`src/rtl/mfp_pkg.sv`:
```
`timescale 1ns / 1ps
// ----------------------------------------------------------------------------
// mfp_pkg
// Shared types, constants and helpers for the modified false position root
// finder: payload structs, controller commands and status, state encodings.
// ----------------------------------------------------------------------------
package mfp_pkg;

    localparam int FRAC_BITS  = 16;
    localparam int MAX_DEGREE = 4;
    localparam int XW         = 32;
    localparam int FW         = 48;
    localparam int CW         = 16;
    localparam int TOLW       = 31;
    localparam int CAPW       = 8;
    localparam int DEGW       = 3;
    localparam int ADDR_W     = 5;
    localparam int DATA_W     = 32;

    localparam logic signed [FW-1:0] F_MAX = {1'b0, {(FW-1){1'b1}}};
    localparam logic signed [FW-1:0] F_MIN = {1'b1, {(FW-1){1'b0}}};

    localparam logic [1:0] OUT_CONVERGED = 2'd0;
    localparam logic [1:0] OUT_NO_SIGN   = 2'd1;
    localparam logic [1:0] OUT_STALLED   = 2'd2;
    localparam logic [1:0] OUT_CAP       = 2'd3;

    localparam logic [2:0] REG_DEGREE    = 3'd0;
    localparam logic [2:0] REG_TOLERANCE = 3'd1;
    localparam logic [2:0] REG_CAP       = 3'd2;
    localparam logic [2:0] REG_COEFF_0   = 3'd3;
    localparam logic [2:0] REG_COEFF_1   = 3'd4;
    localparam logic [2:0] REG_COEFF_2   = 3'd5;
    localparam logic [2:0] REG_COEFF_3   = 3'd6;
    localparam logic [2:0] REG_COEFF_4   = 3'd7;

    typedef struct packed {
        logic signed [XW-1:0] left_end;
        logic signed [XW-1:0] right_end;
    } in_item_t;

    typedef struct packed {
        logic signed [XW-1:0] root_value;
        logic [CAPW-1:0]      iterations_used;
        logic [1:0]           outcome;
    } out_item_t;

    typedef logic [MAX_DEGREE:0][CW-1:0] coeff_arr_t;

    typedef enum logic [1:0] {XS_LO, XS_HI, XS_CUR, XS_PREV} x_sel_t;

    typedef enum logic [1:0] {SM_INIT, SM_LOWER, SM_UPPER} sec_mode_t;

    typedef struct packed {
        logic      load;
        logic      ev_start;
        x_sel_t    ev_sel;
        logic      sec_start;
        sec_mode_t sec_mode;
        logic      take_sec;
        logic      inc_k;
        logic      set_outcome;
        logic [1:0] outcome;
        logic      out_load;
    } cmd_t;

    typedef struct packed {
        logic ev_done;
        logic sec_done;
        logic no_sign;
        logic cap_hit;
        logic res_ok;
        logic rel_ok;
        logic lower_side;
        logic upper_side;
    } sts_t;

    typedef enum logic [3:0] {
        ST_IDLE, ST_EV_LO, ST_WT_LO, ST_EV_HI, ST_WT_HI, ST_CHECK, ST_WT_SEC0,
        ST_LOOP, ST_EV_CUR, ST_WT_CUR, ST_EV_PREV, ST_WT_PREV, ST_REL,
        ST_DECIDE, ST_WT_SEC, ST_DONE
    } ctrl_state_t;

    typedef enum logic [1:0] {HS_IDLE, HS_CHECK, HS_MUL, HS_ADD} horner_state_t;

    typedef enum logic [2:0] {SS_IDLE, SS_NORM, SS_MUL, SS_DIV, SS_FIN} sec_state_t;

    function automatic logic signed [FW-1:0] coeff_scale(input logic [CW-1:0] c);
        logic signed [FW-1:0] t;
        t = {{(FW-CW){c[CW-1]}}, c};
        return t <<< FRAC_BITS;
    endfunction

    function automatic logic [FW-1:0] mag_f(input logic signed [FW-1:0] v);
        logic [FW-1:0] r;
        r = v[FW-1] ? -v : v;
        return r;
    endfunction

    function automatic logic [XW-1:0] mag_x(input logic signed [XW-1:0] v);
        logic [XW-1:0] r;
        r = v[XW-1] ? -v : v;
        return r;
    endfunction

endpackage

```
`src/rtl/mfp_ctrl.sv`:
```
`timescale 1ns / 1ps
// ----------------------------------------------------------------------------
// mfp_ctrl
// Sequencer for one search: end point evaluation, bracket check, iteration
// loop with stop tests, and hand-off to the result register.
// ----------------------------------------------------------------------------
module mfp_ctrl (
    input  logic          aclk,
    input  logic          aresetn,
    input  logic          s_valid,
    output logic          s_ready,
    output logic          m_valid,
    input  logic          m_ready,
    output mfp_pkg::cmd_t cmd,
    input  mfp_pkg::sts_t sts
);

    mfp_pkg::ctrl_state_t state_reg, state_next;
    logic                 m_valid_reg, m_valid_next;

    always_comb begin
        state_next = state_reg;
        case (state_reg)
            mfp_pkg::ST_IDLE:    if (s_valid) state_next = mfp_pkg::ST_EV_LO;
            mfp_pkg::ST_EV_LO:   state_next = mfp_pkg::ST_WT_LO;
            mfp_pkg::ST_WT_LO:   if (sts.ev_done) state_next = mfp_pkg::ST_EV_HI;
            mfp_pkg::ST_EV_HI:   state_next = mfp_pkg::ST_WT_HI;
            mfp_pkg::ST_WT_HI:   if (sts.ev_done) state_next = mfp_pkg::ST_CHECK;
            mfp_pkg::ST_CHECK: begin
                state_next = sts.no_sign ? mfp_pkg::ST_DONE : mfp_pkg::ST_WT_SEC0;
            end
            mfp_pkg::ST_WT_SEC0: if (sts.sec_done) state_next = mfp_pkg::ST_LOOP;
            mfp_pkg::ST_LOOP: begin
                state_next = sts.cap_hit ? mfp_pkg::ST_DONE : mfp_pkg::ST_EV_CUR;
            end
            mfp_pkg::ST_EV_CUR:  state_next = mfp_pkg::ST_WT_CUR;
            mfp_pkg::ST_WT_CUR:  if (sts.ev_done) state_next = mfp_pkg::ST_EV_PREV;
            mfp_pkg::ST_EV_PREV: state_next = mfp_pkg::ST_WT_PREV;
            mfp_pkg::ST_WT_PREV: if (sts.ev_done) state_next = mfp_pkg::ST_REL;
            mfp_pkg::ST_REL:     state_next = mfp_pkg::ST_DECIDE;
            mfp_pkg::ST_DECIDE: begin
                if (sts.res_ok || sts.rel_ok) begin
                    state_next = mfp_pkg::ST_DONE;
                end else if (sts.lower_side || sts.upper_side) begin
                    state_next = mfp_pkg::ST_WT_SEC;
                end else begin
                    state_next = mfp_pkg::ST_DONE;
                end
            end
            mfp_pkg::ST_WT_SEC:  if (sts.sec_done) state_next = mfp_pkg::ST_LOOP;
            mfp_pkg::ST_DONE:    if (!m_valid_reg || m_ready) state_next = mfp_pkg::ST_IDLE;
            default:             state_next = mfp_pkg::ST_IDLE;
        endcase
    end

    always_comb begin
        cmd     = '0;
        s_ready = 1'b0;
        case (state_reg)
            mfp_pkg::ST_IDLE: begin
                s_ready  = 1'b1;
                cmd.load = s_valid;
            end
            mfp_pkg::ST_EV_LO: begin
                cmd.ev_start = 1'b1;
                cmd.ev_sel   = mfp_pkg::XS_LO;
            end
            mfp_pkg::ST_EV_HI: begin
                cmd.ev_start = 1'b1;
                cmd.ev_sel   = mfp_pkg::XS_HI;
            end
            mfp_pkg::ST_CHECK: begin
                if (sts.no_sign) begin
                    cmd.set_outcome = 1'b1;
                    cmd.outcome     = mfp_pkg::OUT_NO_SIGN;
                end else begin
                    cmd.sec_start = 1'b1;
                    cmd.sec_mode  = mfp_pkg::SM_INIT;
                end
            end
            mfp_pkg::ST_WT_SEC0: begin
                cmd.take_sec = sts.sec_done;
            end
            mfp_pkg::ST_LOOP: begin
                cmd.set_outcome = sts.cap_hit;
                cmd.outcome     = mfp_pkg::OUT_CAP;
            end
            mfp_pkg::ST_EV_CUR: begin
                cmd.ev_start = 1'b1;
                cmd.ev_sel   = mfp_pkg::XS_CUR;
            end
            mfp_pkg::ST_EV_PREV: begin
                cmd.ev_start = 1'b1;
                cmd.ev_sel   = mfp_pkg::XS_PREV;
            end
            mfp_pkg::ST_DECIDE: begin
                if (sts.res_ok || sts.rel_ok) begin
                    cmd.set_outcome = 1'b1;
                    cmd.outcome     = mfp_pkg::OUT_CONVERGED;
                end else if (sts.lower_side) begin
                    cmd.sec_start = 1'b1;
                    cmd.sec_mode  = mfp_pkg::SM_LOWER;
                end else if (sts.upper_side) begin
                    cmd.sec_start = 1'b1;
                    cmd.sec_mode  = mfp_pkg::SM_UPPER;
                end else begin
                    cmd.set_outcome = 1'b1;
                    cmd.outcome     = mfp_pkg::OUT_STALLED;
                end
            end
            mfp_pkg::ST_WT_SEC: begin
                cmd.take_sec = sts.sec_done;
                cmd.inc_k    = sts.sec_done;
            end
            mfp_pkg::ST_DONE: begin
                cmd.out_load = !m_valid_reg || m_ready;
            end
            default: begin
                cmd = '0;
            end
        endcase
    end

    always_comb begin
        if (cmd.out_load) begin
            m_valid_next = 1'b1;
        end else if (m_ready) begin
            m_valid_next = 1'b0;
        end else begin
            m_valid_next = m_valid_reg;
        end
    end

    assign m_valid = m_valid_reg;

    always_ff @(posedge aclk) begin
        if (!aresetn) begin
            state_reg   <= mfp_pkg::ST_IDLE;
            m_valid_reg <= 1'b0;
        end else begin
            state_reg   <= state_next;
            m_valid_reg <= m_valid_next;
        end
    end

endmodule

```
`config.mk`:
```
export PLATFORM = sky130hd
export DESIGN_NAME = mfp_ctrl
export DESIGN_NICKNAME = d
export VERILOG_FILES = /design/src/rtl/mfp_pkg.sv /design/src/rtl/mfp_ctrl.sv
export SDC_FILE = /design/constraint.sdc
export NUM_CORES = 1
export LEC_CHECK = 0
export ABC_AREA = 1
export BUFFER_PORTS_ARGS = -buffer_cell sky130_fd_sc_hd__buf_2
export CAP_MARGIN = 30
export CORE_AREA = 4 4 41 43
export CTS_BUF_LIST = sky130_fd_sc_hd__clkbuf_8
export CTS_CLUSTER_SIZE = 16
export DETAILED_ROUTE_END_ITERATION = 16
export DIE_AREA = 0 0 45 47
export PLACE_DENSITY = 0.82
export SLEW_MARGIN = 20
export SYNTH_ARGS = -nofsm -noshare
export SYNTH_HDL_FRONTEND = slang
export SYNTH_SLANG_ARGS = --single-unit
```
`constraint.sdc`:
```
create_clock -name aclk -period 1.5 [get_ports aclk]
set_clock_uncertainty 0.1 [all_clocks]
set_input_delay 0.3 -clock aclk [delete_from_list [all_inputs] [get_ports aclk]]
set_output_delay 0.3 -clock aclk [all_outputs]
set_load 0.02 [all_outputs]
```
==> results of run 1 <==
==> worst min path at each step <==
stage | startpoint | to | slack (ns)
6_report | aresetn | state_reg[0]$_SDFFE_PN0P_ | 0.25
3_3_place_gp | aresetn | state_reg[0]$_SDFFE_PN0P_ | 0.43
5_1_grt | aresetn | state_reg[0]$_SDFFE_PN0P_ | 0.26
4_1_cts | aresetn | state_reg[0]$_SDFFE_PN0P_ | 0.24
2_1_floorplan | aresetn | state_reg[0]$_SDFFE_PN0P_ | 0.31
3_5_place_dp | aresetn | state_reg[0]$_SDFFE_PN0P_ | 0.45
==> area by class of cell <==
class | instances | area, sq um
Clock inverter | 1 | 3.75
Sequential cell | 5 | 105
Inverter | 17 | 78.8
Multi-Input combinational cell | 78 | 582
Fill cell | 47 | 88.8
Tap cell | 15 | 18.8
Clock buffer | 3 | 41.3
Timing Repair Buffer | 47 | 383
==> Yosys cell counts <==
master | instances | area share
nor2_1 | 19 | 0.12
nand2_1 | 18 | 0.12
nand3_1 | 17 | 0.15
inv_1 | 12 | 0.078
dfxtp_1 | 5 | 0.17
inv_2 | 5 | 0.033
nor2_2 | 4 | 0.043
nor3_1 | 4 | 0.035
buf_4 | 3 | 0.039
a21oi_1 | 2 | 0.017
nand2_2 | 2 | 0.022
nor2_4 | 2 | 0.039
a21oi_2 | 1 | 0.015
nand2_4 | 1 | 0.020
nand3_2 | 1 | 0.017
nand4_1 | 1 | 0.011
o211ai_1 | 1 | 0.013
o21ai_0 | 1 | 0.0087
o21ai_1 | 1 | 0.0087
o21bai_1 | 1 | 0.013
o22ai_1 | 1 | 0.011
o32ai_1 | 1 | 0.015
==> worst register-to-register path: stages, from the launching register on <==
cell	delay, ns
dfxtp_2	0.33
buf_6	0.13
inv_6	0.08
nor2_4	0.07
buf_6	0.12
buf_4	0.12
nand3_1	0.08
nand2_2	0.07
nor2_4	0.15
nand2_4	0.09
nand2_1	0.09
nand2_1	0.07
nor2_2	0.15
==> cell families after synthesis <==
family,Yosys count
buffers and inverters,20
DFF,5
and+or+nand+nor,69
AOI/OAI and AO/OA,9
==> metal layers <==
layer | share of wire | routed length, um | up-vias | GRT usage
li1 | - | - | 430 | -
met1 | 0.34 | 1200 | 441 | 0.322
met2 | 0.45 | 1610 | 113 | 0.500
met3 | 0.14 | 495 | 34 | 0.0575
met4 | 0.071 | 253 | 0 | 0.117
met5 | 0 | 0 | - | 0
==> power by group through the flow <==
stage	Sequential [mW]	Clock [mW]	Combinational (mW)
finish	0.200	0.277	1.08
detailed placement	0.185	0	0.662
CTS	0.190	0.249	0.822
global placement	0.182	0	0.643
global route	0.202	0.278	1.10
floorplan	0.201	0	0.385
==> per-stage QoR <==
| step | setup TNS (ns) | power, mW | utilization | setup WS (ns) | cells |
|---|---|---|---|---|---|
| detailed placement | -0.0746 | 0.846 | 0.640 | -0.0290 | 155 |
| finish | -2.98 | 1.56 | 0.932 | -0.245 | 166 |
| floorplan | -0.228 | 0.587 | - | -0.0946 | 103 |
| global route | -3.75 | 1.58 | 0.932 | -0.310 | 166 |
| CTS | -1.49 | 1.26 | 0.810 | -0.174 | 164 |
| global placement | -0.00112 | 0.825 | 0.640 | -0.00112 | 155 |
==> what timing repair did <==
item | 4_1_cts | 5_1_grt
pin swaps | 8 | 7
gates resized for setup | 41 | 36
cloned | 0 | 0
buffers inserted | 6 | 2
setup endpoints to repair | 15 | 18
==> metrics.md, run 1 <==
| Metric | Value |
|---|---|
| Outcome | `complete, but fails checks` |
| Failing checks | `negative setup slack` |
| Die W | `45 um` |
| HP Class | `primary input to register` |
| Placement Rows | `13` |
| TritonCTS buffer count | `3` |
| Largest family of logic cells by synthesized area | `simple AND/OR/NAND/NOR gates` |
| Hold Violations, Final | `0` |
| Worst-case reg-to-reg path depth | `12` |
| Final GP Congestion | `0.952` |
| Clk sink count | `5` |
| Worst Setup SP | `state_reg[0]$_SDFFE_PN0P_` |
| Area fraction in compound gates after synthesis | `0.102` |
| Number of global-route vias before repair | `923` |
| Vias post-DR | `1018` |
| CTS max path bufs | `2` |
| Fin crit period | `1.75 ns` |
| Critical R2R Capture | `state_reg[0]$_SDFFE_PN0P_` |
| VDD IR-drop max | `985 uV` |
| PortBufs | `26` |
| Core ar. | `0.00130 sq mm` |
| Worst path cell trace | `inv_2, nor2_4, inv_2, nor2_4, nand3_4, nor3_2, buf_4` |
| Layout cells sized above 1 | `0.642` |
| Synthesis-to-finish area growth | `110%` |
| Worst EP arrival | `1.35 ns` |
| Worst path depth | `7` |
| Max H-tree Level | `1` |
| Worst flop-to-flop path startpoint | `state_reg[2]$_SDFFE_PN0P_` |
| PwrDens | `1280 mW/mm^2` |
| Pin count of the biggest net entering global routing | `7` |
| Mux cell area share after synthesis | `0` |
| DP Wirelength | `1600 um` |
| Mean Syn Cell Area | `5.60 sq um` |
| CTS hold repair buffers | `0` |
| Commonest non-fill, non-tap cell in the layout | `buf_4` |
| Worst setup margin | `-0.245 ns` |
| Commonest non-fill, non-tap cells in the layout | `buf_4 (19), buf_6 (16), nor2_1 (13), nand3_1 (13)` |
| Post-DR wirelength/cell | `21.4 um` |
| Synth Area in Simple Gates | `0.575` |
| DRT iter0 DRCs | `95` |
| P_sw | `0.797 mW` |
| Critical Path RT | `1.10 ns` |
| Worst Setup Start Kind | `register` |
| Synth Net Count | `115` |
| Initial Util | `0.443` |
| Slew headroom | `0.846` |
| Routed Wire Length | `3560 um` |
| First-pass GRT wire length | `4260 um` |
| DR pass1 iterations | `4` |
| Synthesized area | `577 sq um` |
| Hold depth | `3` |
| Worst Hold Slack | `0.250 ns` |
| Syn Inst Count | `103` |
| Tcrit/Tclk final | `1.16` |
| # setup viols final | `18` |
| Sequential share of power | `0.129` |
| GRT overflow | `0` |
| RSZ-0062 raised after global routing | `true` |
| Seq cells post-synth | `5` |
| Worst Path Buf+Inv | `3` |
| DRC errors left | `0` |
| TritonCTS clock tree | `built` |
| Pleak | `0.581 nW` |
| Antenna cells | `0` |
| Die span in y | `47 um` |
| Placed cell area | `833 sq um` |
| Worst-path clk slew | `0.05 ns` |
| Post-route antenna net violation count | `0` |
| Clk pwr share | `0.178` |
| Final Cell Area | `0.00121 sq mm` |
| Cell variety after synth | `22` |
| Clock Tree Root | `clkbuf_8` |
| Critical path's top delay family | `simple AND/OR/NAND/NOR gates` |
| Synth Area in XOR/XNOR | `0` |
| Max cap viols | `0` |
| Vias per std cell | `6.13` |
| Gr usage total | `0.279` |
| Io pins | `27` |
| Clock Latency Late Sink | `0.24 ns` |
| Slew Limit Fails | `0` |
| Adder-Cell Fraction of Synth Area | `0` |
| Worst Tran Pin Value | `0.231 ns` |
| Antenna violations before repair | `0` |
| Crit path max-delay cell type | `dfxtp_2` |
| Seq/Total Area, Yosys | `0.174` |
| Crit-path max FO | `3` |
| P_int | `0.758 mW` |
| Crit-path max cell delay | `0.36 ns` |
| Synth warn | `0` |
| Nets | `164` |
| Flop2flop setup slack | `-0.21 ns` |
| Comb pwr share | `0.694` |
| Fmax | `0.573 GHz` |
| Max reg flops | `4` |
| Critical Path Sink | `cmd[7]` |
| Die ar. | `0.00212 sq mm` |
| Crit Path Category | `register to output pin` |
| Crit. End Element | `output pin` |
| Switching Share | `0.512` |
Power figures use the tool's default switching activity.
==> run 2: changes to the inputs <==
ABC_AREA = 0   (was 1)
PLACE_DENSITY = 0.76   (was 0.82)
==> run 2 against run 1 <==
  * The run still ends with negative setup slack left
  * Global-route usage decreased by 11 points
  * Total power is 52% lower
  * Cell count down 20%
  * Clock power is 14% lower
  * Utilization fell by 11 points
  * Design area down 11%
  * Setup slack got worse by 0.036 ns
  * Non-clock buffer count increased by 5
  * Largest cell class unchanged
  * Largest power group unchanged
  * Highest routed layer unchanged
==> metrics.md, run 2 <==
| Metric | Value |
|---|---|
| Worst Hold Slack | `0.264 ns` |
| Post-DR wirelength/cell | `14.3 um` |
| Max reg flops | `4` |
| Gr usage total | `0.172` |
| Fin crit period | `1.78 ns` |
| Hold depth | `2` |
| Total power | `0.746 mW` |
| Commonest non-fill, non-tap cells in the layout | `buf_4 (21), buf_6 (17), buf_2 (13), nor2_1 (9), inv_1 (4)` |
| Crit-path max cell delay | `0.34 ns` |
| Final Cell Area | `0.00107 sq mm` |
| Synth warn | `0` |
| Placed cell area | `748 sq um` |
| Ys async rst share | `0` |
| Most common cell in the netlist | `nor2_1` |
| Seq/Total Area, Yosys | `0.201` |
| Slew headroom | `0.820` |
| Finished Layout Cells | `132` |
| Worst EP arrival | `1.38 ns` |
| Antenna cells | `0` |
| Core ar. | `0.00130 sq mm` |
| Commonest non-fill, non-tap cell in the layout | `buf_4` |
| DRT iter0 DRCs | `15` |
| Crit-path max FO | `4` |
| Synth top cells by count | `nor2_1 (11), dfxtp_1 (5), inv_1 (4), o21ai_0 (4)` |
| Worst setup margin | `-0.281 ns` |
| Worst-path clk slew | `0.03 ns` |
| Clock Latency Late Sink | `0.22 ns` |
| Cell variety after synth | `34` |
| Number of flops mapped to enable cells by yosys | `0` |
| Antenna violations before repair | `0` |
| Layout cells sized above 1 | `0.658` |
| Yosys top cell area share | `0.201` |
| DR pass1 iterations | `4` |
| PwrDens | `695 mW/mm^2` |
| Synthesized area | `499 sq um` |
| Setup WS pre-CTS | `-0.270 ns` |
| # setup viols final | `15` |
| Post-synth top area cell | `dfxtp_1` |
| VDD IR-drop max | `611 uV` |
| Synth Net Count | `79` |
| Mean Syn Cell Area | `7.45 sq um` |
| Worst-case reg-to-reg path depth | `7` |
| Crit path max-delay cell type | `dfxtp_2` |
| RSZ-0062 raised after global routing | `true` |
| Worst Tran Pin Value | `0.266 ns` |
| Worst Setup Start Kind | `register` |
| Vias post-DR | `699` |
| Flop2flop setup slack | `-0.01 ns` |
| Ys flop type | `dfxtp_1` |
| Max cap viols | `0` |
| Pin count of the biggest net entering global routing | `13` |
| Crit Path Category | `register to output pin` |
| Routed Wire Length | `1880 um` |
| Synth top area cells | `dfxtp_1 (20%), nor2_1 (8.3%), buf_4 (4.5%), buf_6 (4.5%), o21ai_0 (4.0%)` |
| Initial Util | `0.384` |
| Io pins | `27` |
| Die ar. | `0.00212 sq mm` |
| Area of the multi-input gates | `444 sq um` |
| Vias per std cell | `5.30` |
| GRT overflow | `0` |
| Die W | `45 um` |
| Nets | `130` |
| Placement Rows | `13` |
| Post-route antenna net violation count | `0` |
| Pleak | `0.477 nW` |
| Worst path cell trace | `nor4b_4, nand3_2, o32ai_4, buf_6` |
| Failing checks | `negative setup slack` |
| Clock Tree Root | `clkbuf_8` |
| Synthesis-to-finish area growth | `115%` |
| Clk sink count | `5` |
| Placed instance count | `116` |
| Outcome | `complete, but fails checks` |
| Die span in y | `47 um` |
| Seq cells post-synth | `5` |
| Final GP Congestion | `0.822` |
| HP Class | `primary input to register` |
| Critical Path RT | `1.10 ns` |
| First-pass GRT wire length | `2730 um` |
| Syn Inst Count | `67` |
| DRC errors left | `0` |
| Critical R2R Capture | `state_reg[0]$_SDFFE_PN0P_` |
| Flip-flop and latch area | `113 sq um` |
| Filler cell count | `82` |
| Max H-tree Level | `1` |
| DP Wirelength | `1220 um` |
| Slew Limit Fails | `0` |
| Worst flop-to-flop path startpoint | `state_reg[3]$_SDFFE_PN0P_` |
| TritonCTS buffer count | `3` |
| Hold Path Origin | `aresetn` |
| TritonCTS clock tree | `built` |
| Tcrit/Tclk final | `1.19` |
| PortBufs | `26` |
| CTS max path bufs | `2` |
| Fmax | `0.561 GHz` |
| Crit. End Element | `output pin` |
| Hold Violations, Final | `0` |
| Number of global-route vias before repair | `659` |
| End of the worst hold path | `state_reg[3]$_SDFFE_PN0P_` |
[run 2: cell count changes in the layout (fill, tap and decap cells not counted), sizes merged, moves of 2 or more]
cell    change
and2        +2
nor2       -14
nand3      -14
a211oi      +2
buf         +5
nand2      -18
inv        -14
o21ai       +3
nand2b      +2
nand4b      +2
nor4b       +2
[run 2: cell families (layout without fill, tap and decap cells)]
logic type,Yosys count,count (layout),share of synthesized area
compound gates,15,15,0.208
xor+xnor,1,1,0.0175
buf+inv,10,60,0.130
flops,5,5,0.201
mux,1,1,0.0201
simple gates,35,35,0.424
[run 2: how the worst max path moves through the flow]
stage / depth (start not counted) / startpoint / slack, ns / endpoint
floorplan: 4 / state_reg[2]$_SDFFE_PN0P_ / -0.12 / cmd[12]
global placement: 5 / sts[3] / -0.25 / cmd[2]
detailed placement: 5 / sts[3] / -0.27 / cmd[2]
CTS: 4 / state_reg[1]$_SDFFE_PN0P_ / -0.30 / cmd[2]
global route: 4 / state_reg[1]$_SDFFE_PN0P_ / -0.34 / cmd[2]
finish: 4 / state_reg[1]$_SDFFE_PN0P_ / -0.28 / cmd[2]
[run 2: critical path: cells and delay by family, from the launching register on]
kind	cells	cell delay, ns
buffers and inverters	1	0.15
AND/OR/NAND/NOR	2	0.43
flip-flops	1	0.34
AO/OA/AOI/OAI	1	0.24
[run 2: cell type report]
type                       instances  area share
inverter                           4      0.0175
tap                               15      0.0175
clock inverter                     1     0.00350
multi-input combinational         52       0.414
sequential                         5       0.105
clock buffer                       3      0.0385
timing repair buffer              52       0.404
[run 2: routing by layer]
layer | vias to the layer above | routed length (um) | GRT usage
li1 | 343 | - | -
met1 | 329 | 752 | 0.205
met2 | 23 | 1020 | 0.328
met3 | 4 | 77 | 0.0230
met4 | 0 | 33 | 0.0351
met5 | - | 0 | 0
[run 2: report_power, final]
part | total (mW) | switching [mW] | internal, mW
clock network | 0.238 | 0.0624 | 0.175
logic | 0.340 | 0.157 | 0.183
registers | 0.169 | 0.0229 | 0.146
total | 0.746 | 0.243 | 0.503
[run 2: timing repair]
| action | in CTS | in global routing |
|---|---|---|
| gates resized for setup | 33 | 20 |
| buffers inserted | 4 | 8 |
| pin swaps | 7 | 9 |
| hold buffers | 0 | 0 |
| setup endpoints to repair | 14 | 16 |
[run 2: metrics by stage]
stage	utilization	TNS, ns
finish	0.825	-2.33
global placement	0.575	-0.930
detailed placement	0.575	-0.985
global route	0.825	-3.23
CTS	0.710	-1.90
floorplan	-	-0.222
